$ cat src/sv/bac_pkg.sv
// ----------------------------------------------------------------------------
// bac_pkg
// Shared types, codes and constants for the beacon acquisition controller.
// ----------------------------------------------------------------------------
`default_nettype none

package bac_pkg;

  localparam int unsigned TimeW     = 32;
  localparam int unsigned RetryW    = 31;
  localparam int unsigned MacW      = 3;
  localparam int unsigned StateCodeW = 3;
  localparam int unsigned CfgIndexW = 2;
  localparam int unsigned CfgDataW  = 32;

  localparam logic [TimeW-1:0]  SearchTimeoutReset = 32'd130000;
  localparam logic [RetryW-1:0] RetryIntervalReset = 31'd300000;

  // Configuration register indexes
  localparam logic [CfgIndexW-1:0] CFG_SEARCH_TIMEOUT = 2'd0;
  localparam logic [CfgIndexW-1:0] CFG_RETRY_INTERVAL = 2'd1;

  // Input operation codes
  localparam logic OP_TICK  = 1'b0;
  localparam logic OP_START = 1'b1;

  // MAC class-B phase codes
  localparam logic [MacW-1:0] MAC_FAILED    = 3'd3;
  localparam logic [MacW-1:0] MAC_COMPLETED = 3'd4;

  // Reported beacon state codes
  localparam logic [StateCodeW-1:0] BS_IDLE      = 3'd0;
  localparam logic [StateCodeW-1:0] BS_SEARCHING = 3'd1;
  localparam logic [StateCodeW-1:0] BS_LOCKED    = 3'd2;
  localparam logic [StateCodeW-1:0] BS_FALLBACK  = 3'd3;
  localparam logic [StateCodeW-1:0] BS_RETRY     = 3'd4;

  typedef enum logic [4:0] {
    ST_IDLE      = 5'b00001,
    ST_SEARCHING = 5'b00010,
    ST_LOCKED    = 5'b00100,
    ST_FALLBACK  = 5'b01000,
    ST_RETRY     = 5'b10000
  } ctrl_state_t;

  typedef struct packed {
    logic             op;
    logic [TimeW-1:0] now_ms;
    logic             beacon_seen;
    logic [MacW-1:0]  mac_class_b_state;
  } in_item_t;

  typedef struct packed {
    logic [StateCodeW-1:0] beacon_state;
    logic                  multicast_request;
    logic                  time_request;
    logic                  fell_back;
  } result_t;

  function automatic logic [StateCodeW-1:0] state_code(input ctrl_state_t st);
    logic [StateCodeW-1:0] code;
    begin
      unique case (st)
        ST_SEARCHING: code = BS_SEARCHING;
        ST_LOCKED:    code = BS_LOCKED;
        ST_FALLBACK:  code = BS_FALLBACK;
        ST_RETRY:     code = BS_RETRY;
        default:      code = BS_IDLE;
      endcase
      return code;
    end
  endfunction

endpackage

`default_nettype wire

$ cat src/sv/beacon_acquisition_control.sv
// ----------------------------------------------------------------------------
// beacon_acquisition_control
// An accepted item is held in the input register, then in the result register.
// Throughput: one item per cycle while out_stall is low; one pass of next-state
//   logic (two 32-bit subtract-compares) between input and result registers.
// Reset: synchronous, active low; control state idle, timers and multicast
//   flag cleared, timeout 130000 ms and retry interval 300000 ms.
// ----------------------------------------------------------------------------
`default_nettype none

module beacon_acquisition_control (
  input  wire logic                            clk,
  input  wire logic                            rst_n,
  // configuration write port
  input  wire logic                            cfg_wr_en,
  input  wire logic [bac_pkg::CfgIndexW-1:0]   cfg_index,
  input  wire logic [bac_pkg::CfgDataW-1:0]    cfg_wdata,
  // input item channel
  input  wire logic                            in_valid,
  output logic                                 in_stall,
  input  wire logic                            in_op,
  input  wire logic [bac_pkg::TimeW-1:0]       in_now_ms,
  input  wire logic                            in_beacon_seen,
  input  wire logic [bac_pkg::MacW-1:0]        in_mac_class_b_state,
  // result item channel
  output logic                                 out_valid,
  input  wire logic                            out_stall,
  output logic [bac_pkg::StateCodeW-1:0]       out_beacon_state,
  output logic                                 out_multicast_request,
  output logic                                 out_time_request,
  output logic                                 out_fell_back
);
  import bac_pkg::*;

  in_item_t in_item;
  in_item_t s1_item;
  logic     s1_valid;
  logic     advance;
  logic     fire;
  result_t  step_result;
  result_t  out_result;

  // Pack the input fields into one item
  assign in_item.op                = in_op;
  assign in_item.now_ms            = in_now_ms;
  assign in_item.beacon_seen       = in_beacon_seen;
  assign in_item.mac_class_b_state = in_mac_class_b_state;

  // Input register: takes a new item when empty or when the result register moves
  bac_in_stage u_in (
    .clk      (clk),
    .rst_n    (rst_n),
    .in_valid (in_valid),
    .in_stall (in_stall),
    .in_item  (in_item),
    .advance  (advance),
    .s1_valid (s1_valid),
    .s1_item  (s1_item)
  );

  // Commit the state update only when the registered item moves on
  assign fire = s1_valid && advance;

  bac_ctrl u_ctrl (
    .clk       (clk),
    .rst_n     (rst_n),
    .cfg_wr_en (cfg_wr_en),
    .cfg_index (cfg_index),
    .cfg_wdata (cfg_wdata),
    .fire      (fire),
    .item      (s1_item),
    .result    (step_result)
  );

  // Result register: parts the consumer's stall from the state machine
  bac_out_stage u_out (
    .clk        (clk),
    .rst_n      (rst_n),
    .s1_valid   (s1_valid),
    .result     (step_result),
    .advance    (advance),
    .out_valid  (out_valid),
    .out_stall  (out_stall),
    .out_result (out_result)
  );

  assign out_beacon_state      = out_result.beacon_state;
  assign out_multicast_request = out_result.multicast_request;
  assign out_time_request      = out_result.time_request;
  assign out_fell_back         = out_result.fell_back;

  // Fallback entry is always reported with the fallback state
  a_fell_state : assert property (@(posedge clk) disable iff (!rst_n)
    out_valid && out_fell_back |-> out_beacon_state == BS_FALLBACK)
    else $error("fell_back without fallback state");

  // A time request only comes with entry into retry
  a_time_state : assert property (@(posedge clk) disable iff (!rst_n)
    out_valid && out_time_request |-> out_beacon_state == BS_RETRY)
    else $error("time_request outside retry");

  // Multicast set-up is only asked for while locked
  a_mc_state : assert property (@(posedge clk) disable iff (!rst_n)
    out_valid && out_multicast_request |-> out_beacon_state == BS_LOCKED)
    else $error("multicast_request outside locked");

  // Input side stalls only when the input register holds a blocked item
  a_stall_cause : assert property (@(posedge clk) disable iff (!rst_n)
    in_stall |-> s1_valid && out_valid && out_stall)
    else $error("input stalled without a blocked item");

  // A result held under stall keeps its fields
  a_hold : assert property (@(posedge clk) disable iff (!rst_n)
    out_valid && out_stall |=> out_valid && $stable(out_result))
    else $error("held result changed");

endmodule

`default_nettype wire

$ cat src/sv/bac_in_stage.sv
// ----------------------------------------------------------------------------
// bac_in_stage
// Input register: captures one item per cycle whenever it is empty or moving.
// ----------------------------------------------------------------------------
`default_nettype none

module bac_in_stage (
  input  wire logic              clk,
  input  wire logic              rst_n,
  input  wire logic              in_valid,
  output logic                   in_stall,
  input  wire bac_pkg::in_item_t in_item,
  input  wire logic              advance,
  output logic                   s1_valid,
  output bac_pkg::in_item_t      s1_item
);
  import bac_pkg::*;

  logic     valid_r;
  logic     valid_nxt;
  logic     load;
  in_item_t item_r;

  // Take a new item when the register is empty or its item moves on;
  // hold the item while the next stage is blocked
  assign load      = advance || !valid_r;
  assign in_stall  = !load;
  assign valid_nxt = load ? in_valid : valid_r;

  always_ff @(posedge clk) begin
    if (!rst_n) begin
      valid_r <= 1'b0;
    end else begin
      valid_r <= valid_nxt;
    end
  end

  always_ff @(posedge clk) begin
    if (load && in_valid) begin
      item_r <= in_item;
    end
  end

  assign s1_valid = valid_r;
  assign s1_item  = item_r;

endmodule

`default_nettype wire

$ cat src/sv/bac_ctrl.sv
// ----------------------------------------------------------------------------
// bac_ctrl
// Acquisition state machine, its timers and the configuration registers.
// ----------------------------------------------------------------------------
`default_nettype none

module bac_ctrl (
  input  wire logic                              clk,
  input  wire logic                              rst_n,
  input  wire logic                              cfg_wr_en,
  input  wire logic [bac_pkg::CfgIndexW-1:0]     cfg_index,
  input  wire logic [bac_pkg::CfgDataW-1:0]      cfg_wdata,
  input  wire logic                              fire,
  input  wire bac_pkg::in_item_t                 item,
  output bac_pkg::result_t                       result
);
  import bac_pkg::*;

  ctrl_state_t        state_r, state_nxt;
  logic [TimeW-1:0]   phase_start_r, phase_start_nxt;
  logic [TimeW-1:0]   next_retry_r, next_retry_nxt;
  logic               mc_done_r, mc_done_nxt;
  logic [TimeW-1:0]   timeout_r;
  logic [RetryW-1:0]  interval_r;

  logic [TimeW-1:0]   phase_age;
  logic [TimeW-1:0]   retry_delta;
  logic               timed_out;
  logic               retry_due;
  logic               mac_completed;
  logic               mc_req;
  logic               time_req;
  logic               fell;

  assign phase_age     = item.now_ms - phase_start_r;
  assign retry_delta   = item.now_ms - next_retry_r;
  assign timed_out     = phase_age > timeout_r;
  assign retry_due     = !retry_delta[TimeW-1];
  assign mac_completed = item.mac_class_b_state == MAC_COMPLETED;

  always_comb begin
    state_nxt       = state_r;
    phase_start_nxt = phase_start_r;
    next_retry_nxt  = next_retry_r;
    mc_done_nxt     = mc_done_r;
    mc_req          = 1'b0;
    time_req        = 1'b0;
    fell            = 1'b0;
    if (item.op == OP_START) begin
      state_nxt       = ST_SEARCHING;
      phase_start_nxt = item.now_ms;
      mc_done_nxt     = 1'b0;
    end else begin
      unique case (state_r)
        ST_SEARCHING, ST_RETRY: begin
          if (item.beacon_seen) begin
            state_nxt = ST_LOCKED;
            // retry clears the done flag before locking
            mc_req      = mac_completed && (state_r == ST_RETRY || !mc_done_r);
            mc_done_nxt = (state_r == ST_RETRY ? 1'b0 : mc_done_r) | mc_req;
          end else if (item.mac_class_b_state == MAC_FAILED || timed_out) begin
            state_nxt      = ST_FALLBACK;
            next_retry_nxt = item.now_ms + {1'b0, interval_r};
            fell           = 1'b1;
          end
        end
        ST_LOCKED: begin
          mc_req      = mac_completed && !mc_done_r;
          mc_done_nxt = mc_done_r | mc_req;
        end
        ST_FALLBACK: begin
          if (item.beacon_seen) begin
            state_nxt   = ST_LOCKED;
            mc_req      = mac_completed;
            mc_done_nxt = mac_completed;
          end else if (retry_due) begin
            state_nxt       = ST_RETRY;
            phase_start_nxt = item.now_ms;
            time_req        = 1'b1;
          end
        end
        default: begin
        end
      endcase
    end
  end

  always_ff @(posedge clk) begin
    if (!rst_n) begin
      state_r       <= ST_IDLE;
      phase_start_r <= '0;
      next_retry_r  <= '0;
      mc_done_r     <= 1'b0;
    end else if (fire) begin
      state_r       <= state_nxt;
      phase_start_r <= phase_start_nxt;
      next_retry_r  <= next_retry_nxt;
      mc_done_r     <= mc_done_nxt;
    end
  end

  always_ff @(posedge clk) begin
    if (!rst_n) begin
      timeout_r  <= SearchTimeoutReset;
      interval_r <= RetryIntervalReset;
    end else if (cfg_wr_en) begin
      if (cfg_index == CFG_SEARCH_TIMEOUT) begin
        timeout_r <= cfg_wdata[TimeW-1:0];
      end
      if (cfg_index == CFG_RETRY_INTERVAL) begin
        interval_r <= cfg_wdata[RetryW-1:0];
      end
    end
  end

  assign result.beacon_state      = state_code(state_nxt);
  assign result.multicast_request = mc_req;
  assign result.time_request      = time_req;
  assign result.fell_back         = fell;

endmodule

`default_nettype wire

$ cat src/sv/bac_out_stage.sv
// ----------------------------------------------------------------------------
// bac_out_stage
// Result register: holds a result until the consumer takes it.
// ----------------------------------------------------------------------------
`default_nettype none

module bac_out_stage (
  input  wire logic             clk,
  input  wire logic             rst_n,
  input  wire logic             s1_valid,
  input  wire bac_pkg::result_t result,
  output logic                  advance,
  output logic                  out_valid,
  input  wire logic             out_stall,
  output bac_pkg::result_t      out_result
);
  import bac_pkg::*;

  logic    valid_r;
  logic    valid_nxt;
  result_t result_r;

  assign advance   = !valid_r || !out_stall;
  assign valid_nxt = advance ? s1_valid : valid_r;

  always_ff @(posedge clk) begin
    if (!rst_n) begin
      valid_r <= 1'b0;
    end else begin
      valid_r <= valid_nxt;
    end
  end

  always_ff @(posedge clk) begin
    if (advance && s1_valid) begin
      result_r <= result;
    end
  end

  assign out_valid  = valid_r;
  assign out_result = result_r;

endmodule

`default_nettype wire

$ cat config.mk
export PLATFORM = sky130hd
export DESIGN_NAME = beacon_acquisition_control
export DESIGN_NICKNAME = d
export VERILOG_FILES = /design/src/sv/bac_pkg.sv /design/src/sv/beacon_acquisition_control.sv /design/src/sv/bac_in_stage.sv /design/src/sv/bac_ctrl.sv /design/src/sv/bac_out_stage.sv
export SDC_FILE = /design/constraint.sdc
export NUM_CORES = 1
export LEC_CHECK = 0
export ABC_CLOCK_PERIOD_IN_PS = 10710
export CAP_MARGIN = 0
export CORE_ASPECT_RATIO = 1.4
export CORE_MARGIN = 2
export CORE_UTILIZATION = 45
export DETAILED_ROUTE_END_ITERATION = 6
export DONT_BUFFER_PORTS = 1
export PLACE_DENSITY = 0.64
export SKIP_CTS_REPAIR_TIMING = 1
export SYNTH_ARGS = -nofsm -noshare
export SYNTH_HDL_FRONTEND = slang
export SYNTH_HIERARCHICAL = 1
export SYNTH_SLANG_ARGS = --single-unit
$ cat constraint.sdc
create_clock -name clk -period 10.71 [get_ports clk]
set_clock_uncertainty 0.15 [all_clocks]
set_input_delay 0.5355 -clock clk [delete_from_list [all_inputs] [get_ports clk]]
set_output_delay 0.5355 -clock clk [all_outputs]
set_load 0.02 [all_outputs]
==> summary.txt, run 1 <==
Logic synthesis
  – Post-synth top cells: nand2_1 (210), dfxtp_1 (135), a21oi_1 (134), ha_1 (124), inv_1 (109)
  – Synth Flop Type: dfxtp_1
  – Syn Std Cell Area: 11010 um^2
  – Cells after Synth: 1290
  – Count leader, synth: nand2_1
  – Syn Area/Cell: 8.534 um^2
  – Ys Warns: 6
  – Post-synth net total: 1492
  – Seq/Total Area, Yosys: 36.28%
  – Post-synthesis mux area share: 3.273%
  – Largest area contributor in the netlist: dfxtp_1
  – Synth Area in Compound Gates: 18.73%
  – Post-Synth Adder-Cell Area: 14.46%
  – Synth top area share: 24.55%
  – Post-synthesis register bit count: 178
  – Synth top area cells: dfxtp_1 (25%), ha_1 (14%), edfxtp_1 (12%), nand2_1 (7.2%), a21oi_1 (6.1%)
  – Xor and xnor area share after synthesis: 4.046%
  – Synth Area in Simple Gates: 17.45%
  – FFs w/ async S/R, synth: 0%
  – Main combinational cell family by area after synthesis: compound AO/OA/AOI/OAI gates
  – Cell variety after synth: 76
  – Post-synth EDFFs: 43

Setup path
  – Element type at the critical path start: flop
  – Critical path arrival: 6.28 ns
  – Setup crit end kind: flop
  – CP Data Required Time: 10.95 ns
  – Kind of critical path: flop to flop
  – Crit Path Max Fanout: 35

STA
  – Fin. max-slew vios: 0
  – Max-Slew Margin vs Limit: 33.82%
  – Final min period: 6.034 ns
  – Fin crit share: 56.34%
  – Final hold vios: 0
  – Final setup TNS: 0 ns
  – Setup violations, final: 0
  – RSZ-0062 raised after global routing: no
  – Final worst slack: 4.676 ns
  – F_max: 0.1657 GHz
  – Worst-Margin Slew: 0.9799 ns

Drt
  – DRT iter0 DRCs: 561
  – Drt pass-1 iters: 7
  – ANT nets after route: 0
  – Avg WL per Cell: 18.03 um
  – Post-Route WL: 28720 um
  – # DRC: 0
  – Vias: 8899
  – Via/cell ratio: 5.586

Cells and area
  – Finished Cell Area: 11820 um^2
  – Area Overhead vs Synth: 7.375%
  – Antenna cells: 0
  – NumNets Final: 1472
  – Ratio of cells with drive above 1 in the final layout: 4.832%
  – Fin cells: 1593

Clocking
  – Clock Sinks: 178
  – H-tree levels: 4
  – CTS tree: yes
  – Root Buffer: clkbuf_16
  – Worst skew pair latency: 0.45 ns
  – Num CTS Buffers: 17
  – Clock Pin Slew Worst Setup and Hold Paths: 0.07 ns
  – Clock tree buffer depth: 2

Run
  – Max_cap viols: 0

Place
  – Post-placement cell area: 11250 um^2
  – Port bufs: 0
  – Pre-CTS setup slack: 4.767 ns
  – DP Cell Count: 1560
  – GPL Wtd Cong: 0.9183
  – DPL Wire Length: 21290 um

GRT
  – Total congestion overflow: 0
  – First-pass GRT wire length: 45170 um
  – Initial antenna violation count: 0
  – Largest net degree at the start of global routing: 68
  – Vias in the first global route: 8677
  – GRT Resource Usage Total: 22.87%

Die
  – # IOs: 84
  – Core Area: 23980 um^2
  – Die area: 25750 um^2
  – Die W: 136.2 um
  – Die Y: 189.1 um
  – Site Rows: 67
  – Initial Util: 45.92%

Min path
  – Min-Delay Path Class: primary input to flop

Power
  – Maximum vdd drop: 0.0001223 V
  – Pwr dens: 138.9 nW/um^2
  – Overall Power: 1.642 mW
  – Static Leak: 4.683 nW

Outcome
  – Run status: finished, final reports clean
-- through the flow --
stage               hold slack (ns)  utilization (%)
finish                      0.02373            49.31
global route               0.006192            49.31
CTS                        -0.01904            49.26
detailed placement           0.2930            46.92
global placement             0.2895            46.92
floorplan                    0.2819                -
-- path summary, 6_finish.rpt --
path                        endpoint                   start  cells after the start  slack, ns
max          u_ctrl/next_retry_r[27]         u_in/s1_item[4]                     23       4.68
min            u_ctrl/interval_r[18]                   rst_n                      1       0.02
max reg2reg  u_ctrl/next_retry_r[27]         u_in/s1_item[4]                     23       4.68
min reg2reg   u_ctrl/next_retry_r[8]  u_ctrl/next_retry_r[8]                      2       0.30
-- layout by cell type, fill, tap and decap left out, types with 4 or more instances in the layout --
cell	count
a211o_1	5
a211oi_1	11
a21o_1	50
a21oi_1	134
a31oi_1	13
and2_1	7
and3_1	5
and4_1	4
buf_4	8
clkbuf_16	17
clkinv_4	5
dfxtp_1	135
edfxtp_1	43
ha_1	124
inv_1	109
inv_6	4
mux2i_1	36
nand2_1	210
nand2b_1	11
nand3_1	32
nand4_1	16
nor2_1	82
nor2b_1	8
nor3_1	9
o2111ai_1	4
o211ai_1	18
o21a_1	17
o21ai_0	25
o21ai_1	8
o21bai_1	6
o31ai_1	4
or3_1	6
xnor2_1	34
xor2_1	15
-- final cells by class --
cell class,instances,area [um^2]
multi-input cells,954,6394
well taps,310,387.9
clock inverters,14,132.6
fillers,2388,12150
repair buffers,9,70.07
clock buffers,18,429.2
inverters,110,414.1
flip-flops and latches,178,3994
-- power breakdown --
group	internal (mW)	switching, mW
sequential	0.713	0.0225
combinational	0.124	0.172
clock	0.323	0.286
-- metal layers --
layer  up-vias  track usage [%]  wire length, um
met5         -                0                0
met4         0            11.90             1365
met2       207            41.01            14700
met1      4144            24.70            11280
li1       4485                -                -
met3        63            5.221             1366
-- kinds of logic (layout without fill, tap and decap cells) --
family / count (synthesis) / in the layout
AOI/OAI and AO/OA: 322 / 322
xor gates and xnor gates: 50 / 50
adders and majority gates: 126 / 126
buffers and inverters: 158 / 151
DFF: 178 / 178
muxes: 36 / 36
and+or+nand+nor: 420 / 420
-- worst max-delay path: stages (launching register included) --
cell and delay [ns]:
edfxtp_1 0.43, inv_1 0.08, ha_1 0.18, inv_1 0.06
fa_1 0.40, a21oi_1 0.18, o22ai_1 0.14, o41ai_1 0.81
o32ai_2 0.21, nand4_1 0.19, a211oi_1 0.11, nor3_1 0.25
o21ai_1 0.14, xor2_1 0.16, ha_1 0.30, nand4_1 0.09
or4_1 0.53, a31oi_1 0.19, o21a_1 0.23, and3_4 0.22
nand2_1 0.05, buf_4 0.29, or4_1 0.51, nand3_1 0.09
-- state kept, by name, indices dropped and copies added (netlist names) --
| name | flops |
|---|---|
| u_ctrl/interval_r | 31 |
| u_ctrl/mc_done_r | 1 |
| u_out/out_result | 6 |
| u_out/out_valid | 1 |
| u_ctrl/next_retry_r | 32 |
| u_in/s1_item | 37 |
| u_ctrl/state_r | 5 |
| u_in/s1_valid | 1 |
| u_ctrl/timeout_r | 32 |
| u_ctrl/phase_start_r | 32 |
(Power assumes the default switching activity.)
==> run 2, diff against run 1 <==
--- a/config.mk
+++ b/config.mk
@@ -5,7 +5,8 @@
 export SDC_FILE = /design/constraint.sdc
 export NUM_CORES = 1
 export LEC_CHECK = 0
-export ABC_CLOCK_PERIOD_IN_PS = 10710
+export ABC_AREA = 1
+export ABC_CLOCK_PERIOD_IN_PS = 6000
 export CAP_MARGIN = 0
 export CORE_ASPECT_RATIO = 1.4
 export CORE_MARGIN = 2
==> constraint.sdc (replaced) <==
create_clock -name clk -period 6 [get_ports clk]
set_clock_uncertainty 0.15 [all_clocks]
set_input_delay 0.3 -clock clk [delete_from_list [all_inputs] [get_ports clk]]
set_output_delay 0.3 -clock clk [all_outputs]
set_load 0.02 [all_outputs]
==> run 2 against run 1 <==
  * The flow now finishes with violations (negative hold slack)
  * Hold slack lost 0.058 ns
  * Clock power grew 90%
  * Synthesized cell count is 14% higher
  * Core utilization up 2.9 points
  * Register-to-register slack worse by 3.2 ns
  * Area after synthesis rose by 2.8%
  * Sequential share of layout area down 2.8 points
  * Via count grew 11%
  * Total power up 97%
==> summary.txt, run 2 <==
Outcome
  – Run status: complete, but fails checks
  – Failing checks: negative hold slack

Cells and area
  – Ratio of cells with drive above 1 in the final layout: 5.065% (+0.23 points)
  – Commonest non-fill, non-tap cell in the layout: nand2_1
  – NumNets Final: 1729 (+17%)
  – Max FFs per register: 37 (unchanged)
  – Final core utilization: 52.23% (+2.9 points)
  – Most frequent cells in the layout: nand2_1 (240), inv_1 (196), a21oi_1 (178)
  – Fin cells: 1855 (+16%)
  – Multi-input combinational cell area: 6344 um^2 (-0.78%)
  – Register area: 3994 um^2 (unchanged)
  – Fill cells: 2385 (-0.13%)
  – Antenna cells: 0 (unchanged)
  – Finished Cell Area: 12890 um^2 (+9.0%)
  – Area Overhead vs Synth: 13.90%

Logic synthesis
  – Synth top area share: 23.89% (-0.66 points)
  – Largest area contributor in the netlist: dfxtp_1
  – Cell variety after synth: 49 (-36%)
  – Synth top area cells: dfxtp_1 (24%), ha_1 (14%), edfxtp_1 (11%), nand2_1 (8.0%), a21oi_1 (7.9%)
  – Count leader, synth: nand2_1
  – FFs w/ async S/R, synth: 0% (unchanged)
  – Synth Flop Type: dfxtp_1
  – Post-synthesis register bit count: 178 (unchanged)
  – Post-synth EDFFs: 43 (unchanged)
  – Post-synth net total: 1674 (+12%)
  – Post-synth top cells: nand2_1 (240), inv_1 (196), a21oi_1 (178), dfxtp_1 (135), nor2_1 (129)
  – Syn Std Cell Area: 11310 um^2 (+2.8%)
  – Ys Warns: 6 (unchanged)
  – Seq/Total Area, Yosys: 35.30% (-0.97 points)
  – Syn Area/Cell: 7.686 um^2 (-9.9%)
  – Cells after Synth: 1472 (+14%)

GRT
  – Vias in the first global route: 9390 (+8.2%)
  – First-pass GRT wire length: 48170 um (+6.6%)
  – Total congestion overflow: 0 (unchanged)
  – Largest net degree at the start of global routing: 131 (+93%)
  – GRT Resource Usage Total: 23.00% (+0.14 points)
  – Initial antenna violation count: 0 (unchanged)

Clocking
  – Clock tree buffer depth: 2 (unchanged)
  – Num CTS Buffers: 17 (unchanged)
  – CTS tree: yes
  – Worst skew pair latency: 0.45 ns (about the same)
  – Clock Sinks: 178 (unchanged)
  – Clock Pin Slew Worst Setup and Hold Paths: 0.08 ns (about the same)
  – H-tree levels: 4 (unchanged)
  – Root Buffer: clkbuf_16

Min path
  – Min-Delay Path Class: primary input to flop

STA
  – F_max: 0.2197 GHz (+33%)
  – Final setup TNS: 0 ns (unchanged)
  – Setup violations, final: 0 (unchanged)
  – Final worst slack: 1.448 ns (-3.227 ns)
  – Final min period: 4.552 ns (-1.483 ns)
  – Worst-Margin Slew: 0.7056 ns (-0.2743 ns)
  – Final hold vios: 1 (+1)
  – RSZ-0062 raised after global routing: no
  – Min Hold Slack: -0.03397 ns (-0.05770 ns)
  – Fin. max-slew vios: 0 (unchanged)
  – Fin crit share: 75.86% (+20 points)
  – Max-Slew Margin vs Limit: 52.91% (+19 points)

Place
  – Pre-CTS setup slack: 1.431 ns (-3.336 ns)
  – GPL Wtd Cong: 0.9605 (+4.6%)
  – DP Cell Count: 1750 (+12%)
  – DPL Wire Length: 23250 um (+9.2%)
  – Post-placement cell area: 11530 um^2 (+2.5%)
  – Port bufs: 0 (unchanged)

Drt
  – Drt pass-1 iters: 5 (-2)
  – Avg WL per Cell: 16.68 um (-7.5%)
  – Via/cell ratio: 5.315 (-4.9%)
  – Vias: 9860 (+11%)
  – ANT nets after route: 0 (unchanged)
  – # DRC: 0 (unchanged)
  – DRT iter0 DRCs: 668 (+19%)
  – Post-Route WL: 30950 um (+7.8%)

Power
  – Static Leak: 5.586 nW (+19%)
  – Overall Power: 3.226 mW (+97%)
  – Maximum vdd drop: 0.0002040 V (+67%)
  – Pwr dens: 250.3 nW/um^2 (+80%)

Die
  – Die W: 138.0 um (+1.3%)
  – Die Y: 191.6 um (+1.3%)
  – Core Area: 24670 um^2 (+2.9%)
  – Site Rows: 68 (+1.5%)
  – # IOs: 84 (unchanged)
  – Die area: 26440 um^2 (+2.7%)
  – Initial Util: 45.85% (-0.067 points)

Setup path
  – Worst path bufs/invs: 2 (-1)
  – Kind of critical path: flop to flop
  – CP top delay family: simple AND/OR/NAND/NOR gates
  – Critical path arrival: 4.74 ns (-1.54 ns)
  – Crit Path Max Fanout: 25 (-29%)
  – CP Data Required Time: 6.19 ns (-4.76 ns)
  – Most used cell, CP: nand2_1
  – Setup crit end kind: flop
  – Element type at the critical path start: flop
  – Slowest cell on the critical path: edfxtp_1
  – Max incr delay on CP: 0.51 ns (-0.30 ns)

Run
  – Max_cap viols: 0 (unchanged)
-- run 2: cell types whose count changed after synthesis, sizes merged, moves of 18 or more --
cell / delta
a21o: -39
a21oi: +48
inv: +92
mux2i: -36
nand2: +36
nand3: +18
nor2: +47
o21ai: +110
xor2: +21
-- run 2: worst paths after layout --
kind,end,from,slack [ns],cells past startpoint
hold / removal,u_ctrl/timeout_r[19],cfg_wdata[19],-0.03,2
setup / recovery,u_ctrl/next_retry_r[28],u_in/s1_item[26],1.45,26
hold reg to reg,u_ctrl/phase_start_r[18],u_ctrl/phase_start_r[18],0.31,2
setup reg to reg,u_ctrl/next_retry_r[28],u_in/s1_item[26],1.45,26
-- run 2: cell families (layout without fill, tap and decap cells) --
kind of cell / after synthesis / after routing / share of synthesized area (%)
buffers and inverters: 244 / 312 / 8.715
AO/OA/AOI/OAI: 393 / 393 / 19.37
flip-flops: 178 / 178 / 35.30
adder cells (fa/ha/maj): 126 / 126 / 14.07
AND/OR/NAND/NOR: 474 / 474 / 18.14
XOR/XNOR: 57 / 57 / 4.413
-- run 2: power breakdown --
group / switching (mW) / internal (mW)
clock: 0.557 / 0.602
sequential: 0.0446 / 1.28
combinational: 0.451 / 0.287
-- run 2: final cells by class --
type                       instances  area share, %
clock buffer                      17          3.301
multi-input combinational       1050          49.23
tap                              315          3.059
timing repair buffer              78          6.098
clock inverter                    15          1.437
inverter                         202          5.884
sequential                       178          30.99
-- run 2: per-layer routing --
layer  vias to the layer above  routed length (um)  global-route usage [%]  share of wire, %
met5                         -                   0                       0                 0
met4                         0                 859                   9.655               2.8
met3                        46                 999                   3.441               3.2
met2                       223               15340                   40.54                50
met1                      4549               13750                   28.12                44
li1                       5042                   -                       -                 -
==> run 3, diff against run 2 <==
--- a/config.mk
+++ b/config.mk
@@ -6,14 +6,14 @@
 export NUM_CORES = 1
 export LEC_CHECK = 0
 export ABC_AREA = 1
-export ABC_CLOCK_PERIOD_IN_PS = 6000
+export ABC_CLOCK_PERIOD_IN_PS = 3900
 export CAP_MARGIN = 0
 export CORE_ASPECT_RATIO = 1.4
 export CORE_MARGIN = 2
 export CORE_UTILIZATION = 45
 export DETAILED_ROUTE_END_ITERATION = 6
 export DONT_BUFFER_PORTS = 1
-export PLACE_DENSITY = 0.64
+export PLACE_DENSITY = 0.66
 export SKIP_CTS_REPAIR_TIMING = 1
 export SYNTH_ARGS = -nofsm -noshare
 export SYNTH_HDL_FRONTEND = slang
==> constraint.sdc (replaced) <==
create_clock -name clk -period 3.9 [get_ports clk]
set_clock_uncertainty 0.15 [all_clocks]
set_input_delay 0.195 -clock clk [delete_from_list [all_inputs] [get_ports clk]]
set_output_delay 0.195 -clock clk [all_outputs]
set_load 0.02 [all_outputs]
==> run 3 against run 2 <==
  * The flow finishes with violations (negative hold slack, negative setup slack)
  * Wire length grew 16%
  * Total power grew 62%
  * Final cell count grew 11%
  * Critical endpoint is now u_ctrl/next_retry_r[13]
==> summary.txt, run 3 (synthesis results as in run 2) <==
Outcome
  – Run status: complete, but fails checks
  – Failing checks: negative hold slack, negative setup slack

Cells and area
  – NumNets Final: 1925 (+11%)
  – Max FFs per register: 37 (unchanged)
  – Commonest non-fill, non-tap cell in the layout: nand2_1
  – Fin cells: 2052 (+11%)
  – Most frequent cells in the layout: nand2_1 (224), inv_1 (193), a21oi_1 (156)
  – Ratio of cells with drive above 1 in the final layout: 16.59% (+12 points)
  – Fill cells: 2134 (-11%)
  – Area Overhead vs Synth: 33.22%

Die
  – Core Area: 24670 um^2 (unchanged)
  – Initial Util: 45.85% (unchanged)
  – # IOs: 84 (unchanged)
  – Die W: 138.0 um (unchanged)
  – Die Y: 191.6 um (unchanged)
  – Die area: 26440 um^2 (unchanged)
  – Site Rows: 68 (unchanged)

STA
  – Final hold vios: 53 (+52)
  – Min Hold Slack: -0.2139 ns (-0.1800 ns)
  – Setup violations, final: 33 (+33)
  – Final min period: 4.053 ns (-0.4990 ns)
  – Max-Slew Margin vs Limit: 37.80% (-15 points)
  – RSZ-0062 raised after global routing: yes
  – Final setup TNS: -2.388 ns (-2.388 ns)
  – Fin. max-slew vios: 0 (unchanged)
  – F_max: 0.2468 GHz (+12%)
  – Fin crit share: 103.9% (+28 points)
  – Final worst slack: -0.1526 ns (-1.601 ns)
  – Worst-Margin Slew: 0.9320 ns (+0.2263 ns)

Place
  – DPL Wire Length: 24400 um (+4.9%)
  – Pre-CTS setup slack: -0.3864 ns (-1.818 ns)
  – DP Cell Count: 1863 (+6.5%)
  – GPL Wtd Cong: 0.9659 (+0.56%)
  – Port bufs: 0 (unchanged)

Setup path
  – Kind of critical path: flop to flop
  – Crit Path Max Fanout: 9 (-64%)
  – Setup crit end kind: flop
  – Element type at the critical path start: flop
  – Critical path arrival: 4.28 ns (-0.46 ns)
  – CP Data Required Time: 4.13 ns (-2.06 ns)

Drt
  – DRT iter0 DRCs: 683 (+2.2%)
  – # DRC: 0 (unchanged)
  – Drt pass-1 iters: 5 (unchanged)
  – ANT nets after route: 0 (unchanged)
  – Vias: 11150 (+13%)
  – Post-Route WL: 35830 um (+16%)
  – Avg WL per Cell: 17.46 um (+4.7%)
  – Via/cell ratio: 5.434 (+2.2%)

Clocking
  – CTS tree: yes
  – Clock Sinks: 178 (unchanged)
  – Worst skew pair latency: 0.46 ns (about the same)
  – H-tree levels: 4 (unchanged)
  – Root Buffer: clkbuf_16
  – Clock Pin Slew Worst Setup and Hold Paths: 0.07 ns (about the same)
  – Num CTS Buffers: 17 (unchanged)
  – Clock tree buffer depth: 2 (unchanged)

Power
  – Total internal power: 3.570 mW (+64%)
  – Static Leak: 6.531 nW (+17%)
  – Maximum vdd drop: 0.0003178 V (+56%)
  – Sw frac: 31.75% (-0.88 points)
  – Clk network pwr share: 32.8% (-3.1 points)
  – Reg power frac: 38.9% (-2.3 points)
  – Pwr dens: 347.1 nW/um^2 (+39%)
  – Switching power: 1.661 mW (+58%)
  – Comb power frac: 28.3% (+5.4 points)
  – Overall Power: 5.231 mW (+62%)

GRT
  – GRT Resource Usage Total: 23.95% (+0.94 points)
  – First-pass GRT wire length: 50050 um (+3.9%)
  – Initial antenna violation count: 2 (+2)
  – Largest net degree at the start of global routing: 131 (unchanged)
  – Vias in the first global route: 10090 (+7.4%)
  – Total congestion overflow: 0 (unchanged)

Min path
  – Min-Delay Path Class: primary input to flop

Run
  – Max_cap viols: 0 (unchanged)
==> run 3: cell types whose count changed in the layout (fill, tap and decap cells not counted), moves of 12 or more <==
| cell | previous run | this run |
|---|---|---|
| a21oi_1 | 178 | 156 |
| a21oi_2 | 5 | 22 |
| buf_4 | 5 | 126 |
| dlygate4sd3_1 | 72 | 140 |
| ha_1 | 124 | 110 |
| ha_4 | 0 | 13 |
| nand2_1 | 240 | 224 |
| nand2_2 | 5 | 18 |
| o21ai_0 | 103 | 91 |
==> run 3: power by group through the flow <==
stage	registers [mW]	logic [mW]	clock network, mW
floorplan	2.06	0.824	0
global placement	2.07	1.18	0
detailed placement	2.07	1.20	0
CTS	2.03	1.21	1.74
global route	2.04	1.63	1.81
finish	2.04	1.48	1.71
==> run 3: layout make-up <==
cell class                 instances  area [um^2]  share of cell area, %
clock buffer                      22        465.4                  3.088
timing repair buffer             274         2474                  16.41
multi-input combinational       1050         6885                  45.68
tap                              315        394.1                  2.615
antenna                            1        2.502                0.01660
sequential                       178         3994                  26.50
inverter                         202        758.2                  5.031
clock inverter                    10        98.84                 0.6558
==> run 3: layer usage <==
layer / share of wire (%) / GRT usage [%] / vias to the layer above / wire length, um
met3: 4.7 / 3.839 / 111 / 1686
met4: 4.7 / 11.42 / 0 / 1671
met5: 0 / 0 / - / 0
met2: 50 / 42.17 / 360 / 17800
li1: - / - / 5439 / -
met1: 41 / 28.58 / 5241 / 14670
==> run 3: path summary, 6_finish.rpt <==
kind	startpoint	end	slack [ns]	depth (start not counted)
max	u_in/s1_item[6]	u_ctrl/next_retry_r[13]	-0.15	23
min	rst_n	u_ctrl/phase_start_r[16]	-0.21	2
max reg2reg	u_in/s1_item[6]	u_ctrl/next_retry_r[13]	-0.15	23
min reg2reg	u_ctrl/next_retry_r[18]	u_ctrl/next_retry_r[18]	0.31	2
==> run 3: critical path: stages (launching register included) <==
cell	delay, ns
edfxtp_1	0.44
ha_4	0.28
a21oi_2	0.14
nand2_2	0.10
a21oi_4	0.28
o21ai_4	0.15
a21oi_2	0.17
o21ai_1	0.10
buf_4	0.15
xor2_1	0.14
ha_1	0.29
nand2_1	0.11
nor3_4	0.22
nand2_1	0.08
nand2_1	0.10
nand2_1	0.06
nand2_1	0.07
nand2_2	0.07
nand2_2	0.08
nand4_4	0.13
buf_6	0.21
buf_4	0.14
buf_6	0.15
a21oi_1	0.15
==> run 3: through the flow <==
step | utilization, % | area (um^2)
floorplan | - | 11310
global placement | 50.21 | 12390
detailed placement | 50.21 | 12390
CTS | 52.49 | 12950
global route | 61.09 | 15070
finish | 61.09 | 15070
